[src/design/point_line_distance_2d_defines.svh]
// shared assertion macros
`ifndef POINT_LINE_DISTANCE_2D_DEFINES_SVH
`define POINT_LINE_DISTANCE_2D_DEFINES_SVH

// property that holds at every clock edge out of reset
`define PLD_ASSERT(lbl, expr, msg) \
  lbl: assert property (@(posedge clk) disable iff (rst) (expr)) else $error(msg);

// property that holds in the cycle after a condition
`define PLD_ASSERT_NEXT(lbl, ante, cons, msg) \
  lbl: assert property (@(posedge clk) disable iff (rst) (ante) |=> (cons)) else $error(msg);

`endif

[src/design/pld_pkg.sv]
package pld_pkg;

  localparam int COORD_BITS = 24;
  localparam int DIST_BITS  = 26;
  localparam int DW         = COORD_BITS + 1;
  localparam int LW         = 2 * DW;
  localparam int HW         = DW;
  localparam int RW         = LW / 2;
  localparam int MXW        = (RW > DIST_BITS) ? RW : DIST_BITS;
  localparam int IN_W       = ((6 * COORD_BITS + 7) / 8) * 8;
  localparam int OUT_W      = ((DIST_BITS + 7) / 8) * 8;
  localparam int Q_DEPTH    = 4;
  localparam int Q_AW       = $clog2(Q_DEPTH);
  localparam logic [DIST_BITS-1:0] DIST_MAX = '1;

  typedef struct packed {
    logic [2*LW-1:0] dividend;
    logic [LW-1:0]   divisor;
    logic            degen;
  } pld_item_t;

endpackage

[src/design/pld_queue.sv]
`include "point_line_distance_2d_defines.svh"

module pld_queue (
  input  logic               clk,
  input  logic               rst,
  input  logic               push,
  input  pld_pkg::pld_item_t wr_item,
  output logic               q_ready,
  input  logic               pop,
  output logic               q_valid,
  output pld_pkg::pld_item_t rd_item
);
  import pld_pkg::*;

  pld_item_t mem [Q_DEPTH];
  logic [Q_AW-1:0] wr_ptr, rd_ptr;
  logic [Q_AW:0] count;

  assign q_ready = count != (Q_AW+1)'(Q_DEPTH);
  assign q_valid = count != '0;
  assign rd_item = mem[rd_ptr];

  always_ff @(posedge clk) begin
    if (rst) begin
      wr_ptr <= '0;
      rd_ptr <= '0;
      count <= '0;
    end else begin
      if (push) begin
        wr_ptr <= wr_ptr + 1'b1;
      end
      if (pop) begin
        rd_ptr <= rd_ptr + 1'b1;
      end
      count <= count + (Q_AW+1)'(push) - (Q_AW+1)'(pop);
    end
  end

  always_ff @(posedge clk) begin
    if (push) begin
      mem[wr_ptr] <= wr_item;
    end
  end

  `PLD_ASSERT(a_no_overflow, !(push && !q_ready), "queue push while full")
  `PLD_ASSERT(a_no_underflow, !(pop && !q_valid), "queue pop while empty")
  `PLD_ASSERT_NEXT(a_count_hold, !push && !pop, $stable(count), "queue count moved")
  `PLD_ASSERT(a_ptr_match, (count == '0 || count == (Q_AW+1)'(Q_DEPTH)) == (wr_ptr == rd_ptr),
              "queue pointers disagree with count")

endmodule

[config.mk]
export PLATFORM = sky130hd
export DESIGN_NAME = pld_queue
export DESIGN_NICKNAME = d
export VERILOG_FILES = /design/src/design/pld_pkg.sv /design/src/design/pld_queue.sv
export VERILOG_INCLUDE_DIRS = /design/src /design/src/design
export SDC_FILE = /design/constraint.sdc
export NUM_CORES = 1
export LEC_CHECK = 0
export BUFFER_PORTS_ARGS = -buffer_cell sky130_fd_sc_hd__buf_2
export CAP_MARGIN = 30
export CORE_MARGIN = 4
export CORE_UTILIZATION = 51
export CTS_CLUSTER_SIZE = 25
export DETAILED_ROUTE_END_ITERATION = 16
export PLACE_DENSITY_LB_ADDON = 0.2
export SYNTH_ARGS = -nofsm -noshare
export SYNTH_HDL_FRONTEND = slang
export SYNTH_SLANG_ARGS = --single-unit
[constraint.sdc]
create_clock -name clk -period 4.55 [get_ports clk]
set_clock_uncertainty 0.1 [all_clocks]
set_input_delay 0.2275 -clock clk [delete_from_list [all_inputs] [get_ports clk]]
set_output_delay 0.2275 -clock clk [all_outputs]
set_load 0.02 [all_outputs]
==> summary.txt <==
Place
  – PortBufs: between 300 and 400
  – Routability cong.: around 0.7
  – Placed inst area: 24500 um^2
  – Final HPWL DP: around 25 mm

Routing
  – Pre-antenna DRT Iters: 5
  – Vias: ~11000
  – Routed length per instance: approximately 22 um
  – Remaining DRCs: 0
  – DR vias/cell: roughly 5.3
  – Final wirelength: roughly 44 mm
  – 1st-iter DRT viols: 751
  – Final ANT Viol Nets: 0

Logic synthesis
  – Largest family of logic cells by synthesized area: multiplexers
  – Mapped Cells: roughly 830
  – Post-synthesis cell area: between 20000 and 25000 um^2
  – Number of synthesized register bits: just over 600
  – Simple-gate share of the synthesized area: 0.338%
  – Synthesized area per cell: between 20 and 30 um^2
  – Synth Area in Compound Gates: less than 1%
  – Post-synthesis cell type count: 20
  – Synth Area in Adders: less than 1%
  – XOR/XNOR share of the synthesized area: less than 1%
  – Mapped Nets: between 900 and 1000
  – Yosys warning count: 0
  – Mux share of post-synthesis cell area: between 10% and 20%
  – Seq/Total Area, Yosys: between 80% and 90%

Clock network
  – Clk root buf: clkbuf_16
  – Clock sink count: about 600
  – PostCTS Resize Cnt: 0
  – Clock Tree Buf Depth: 3
  – Htree depth: 2
  – Clock Pin Slew Worst Setup and Hold Paths: around 0.060 ns
  – Worst skew pair latency: about 0.60 ns
  – CTS tree: yes
  – TritonCTS Buffers: 60

Power and ir drop
  – Power per standard cell area: approximately 450 nW/um^2
  – Leakage: 0.00949 uW
  – Worst VDD drop: roughly 0.00044 V

Timing
  – Max-slew headroom: about 50%
  – Setup TNS: 0 ns
  – RSZ-0062 raised after global routing: false
  – Final setup vio count: 0
  – Final Hold Vio Count: 0
  – Worst slew pin tran: roughly 0.75 ns
  – Final Max Tran Viols: 0
  – Fmax: 0.345 GHz
  – Final period utilization: between 60% and 70%
  – Final Critical Period: 2.90 ns

Setup path
  – Data arrival, critical path: ~2.6 ns
  – Req. time, crit path: between 4 and 5 ns
  – Critical R2R Capture: mem[3][67]$_DFFE_PP_
  – Cells on worst reg2reg path: 3
  – Worst-path fanout max: 40
  – Crit path capture type: output pin
  – Reg2Reg Setup Slack: 2.34 ns
  – RR Startpoint: wr_ptr[0]$_SDFFE_PP0P_
  – CP Launch Type: flop
  – CP Class: reg2out

Floorplanning
  – Die Area: 46900 um^2
  – Die X: approximately 220 um
  – Starting Density: 51.6%
  – IO Pins: between 300 and 400
  – Die Height: between 200 and 250 um
  – Rows: 76
  – Total core area: roughly 43000 um^2

GRT
  – Antenna violations before repair: 2
  – Vias in the first global route: 11632
  – GRT overflow: 0
  – Gr usage total: a little under a fifth
  – First-pass GRT wire length: slightly below 70 mm
  – Largest net degree at the start of global routing: 89

Min path
  – Hold path startpoint: wr_item[28]
  – Worst min path class: in2reg
  – Endpoint, Worst Hold: mem[3][28]$_DFFE_PP_
  – Min-Delay Path Depth: 2

Cells and area
  – Final core occ: about two thirds
  – Most common cell after layout, fill and taps aside: edfxtp_1
  – Commonest cells after routing, fill and taps aside: edfxtp_1 (604), buf_2 (307), dlygate4sd3_1 (154)
  – Design Area, Final: roughly 28000 um^2
  – Multi-input gate area: ~3600 um^2
  – Area grow syn2layout: 25.8%
  – # fillers: between 2000 and 3000
  – Fraction of layout cells with a size suffix above 1: around two fifths
  – Area occupied by registers: around 18000 um^2
  – Final nets: around 1500

Outcome
  – Outcome: completed

Run
  – MaxCap Viol Count: 0
[cell usage after synthesis]
master / n / area share [%]
fa_1: 1 / 0.090
clkbuf_1: 7 / 0.12
edfxtp_1: 604 / 82
a21bo_2: 1 / 0.045
xnor3_1: 1 / 0.10
dfxtp_1: 9 / 0.81
buf_6: 11 / 0.56
a21oi_1: 1 / 0.023
and2_1: 4 / 0.11
inv_1: 5 / 0.085
mux4_2: 151 / 15
nor2b_1: 1 / 0.028
nand3b_1: 1 / 0.034
nand2_1: 1 / 0.017
xnor2_1: 2 / 0.079
buf_2: 17 / 0.38
or3_1: 1 / 0.028
mux2i_1: 1 / 0.045
ha_1: 6 / 0.34
nor2_1: 7 / 0.12
[power by group]
| group | internal [uW] | total, uW | switching, uW |
|---|---|---|---|
| clock network | 2720 | 4700 | 1980 |
| registers | 6490 | 6570 | 72.4 |
| logic | 621 | 1440 | 820 |
[timing repair]
action,in CTS,in global routing
hold endpoints to repair,613,0
hold buffers,154,0
buffers inserted,0,0
[state kept, by name, indices dropped and copies added, names as in the netlist, named ones only]
name	flops
wr_ptr	2
count	3
rd_ptr	2
mem	604
[kinds of logic (layout without fill, tap and decap cells)]
logic type,Yosys count,in the layout
AND/OR/NAND/NOR,15,15
AO/OA/AOI/OAI,2,2
adder cells (fa/ha/maj),7,7
other,0,2
XOR/XNOR,3,3
flip-flops,613,613
buffers and inverters,40,595
multiplexers,152,152
[critical path, cell delays in order, from the launching register on]
cell	delay, ns
dfxtp_4	0.76
buf_4	0.56
mux4_2	0.42
buf_2	0.18
[through the flow]
stage          std cells  power, uW  setup slack [ns]  hold WS [ns]
6_report            1974      12700              1.65         0.267
5_1_grt             1973      13200              1.53         0.249
4_1_cts             1972      12900              1.56         0.227
3_5_place_dp        1706       8040              2.23         0.343
3_3_place_gp        1704       8000              2.19         0.336
2_1_floorplan        832       7530              1.61         0.226
[layout make-up]
cell class	count	area share, %
timing repair buffer	478	11.9
sequential	613	65.6
antenna	2	0.0179
tap	585	2.62
clock inverter	43	1.16
clock buffer	69	5.57
multi-input combinational	179	13.1
inverter	5	0.0672
[metal layers]
layer | share of wire (%) | up-vias | global-route usage (%)
li1 | - | 4633 | -
met1 | 41 | 5529 | 25.4
met2 | 50 | 320 | 31.1
met3 | 7.1 | 61 | 5.12
met4 | 1.8 | 2 | 5.01
met5 | 0.016 | - | 0
[worst max-delay path by stage]
| stage | startpoint | end | slack (ns) | depth (start not counted) |
|---|---|---|---|---|
| global route | flop | rd_item[143] | 1.53 | 3 |
| finish | flop | rd_item[143] | 1.65 | 3 |
| global placement | flop | rd_item[89] | 2.19 | 3 |
| detailed placement | flop | rd_item[143] | 2.23 | 3 |
| CTS | flop | rd_item[143] | 1.56 | 3 |
| floorplan | wr_ptr[0]$_SDFFE_PP0P_ | mem[2][0]$_DFFE_PP_ | 1.61 | 3 |
(Power assumes the default switching activity.)
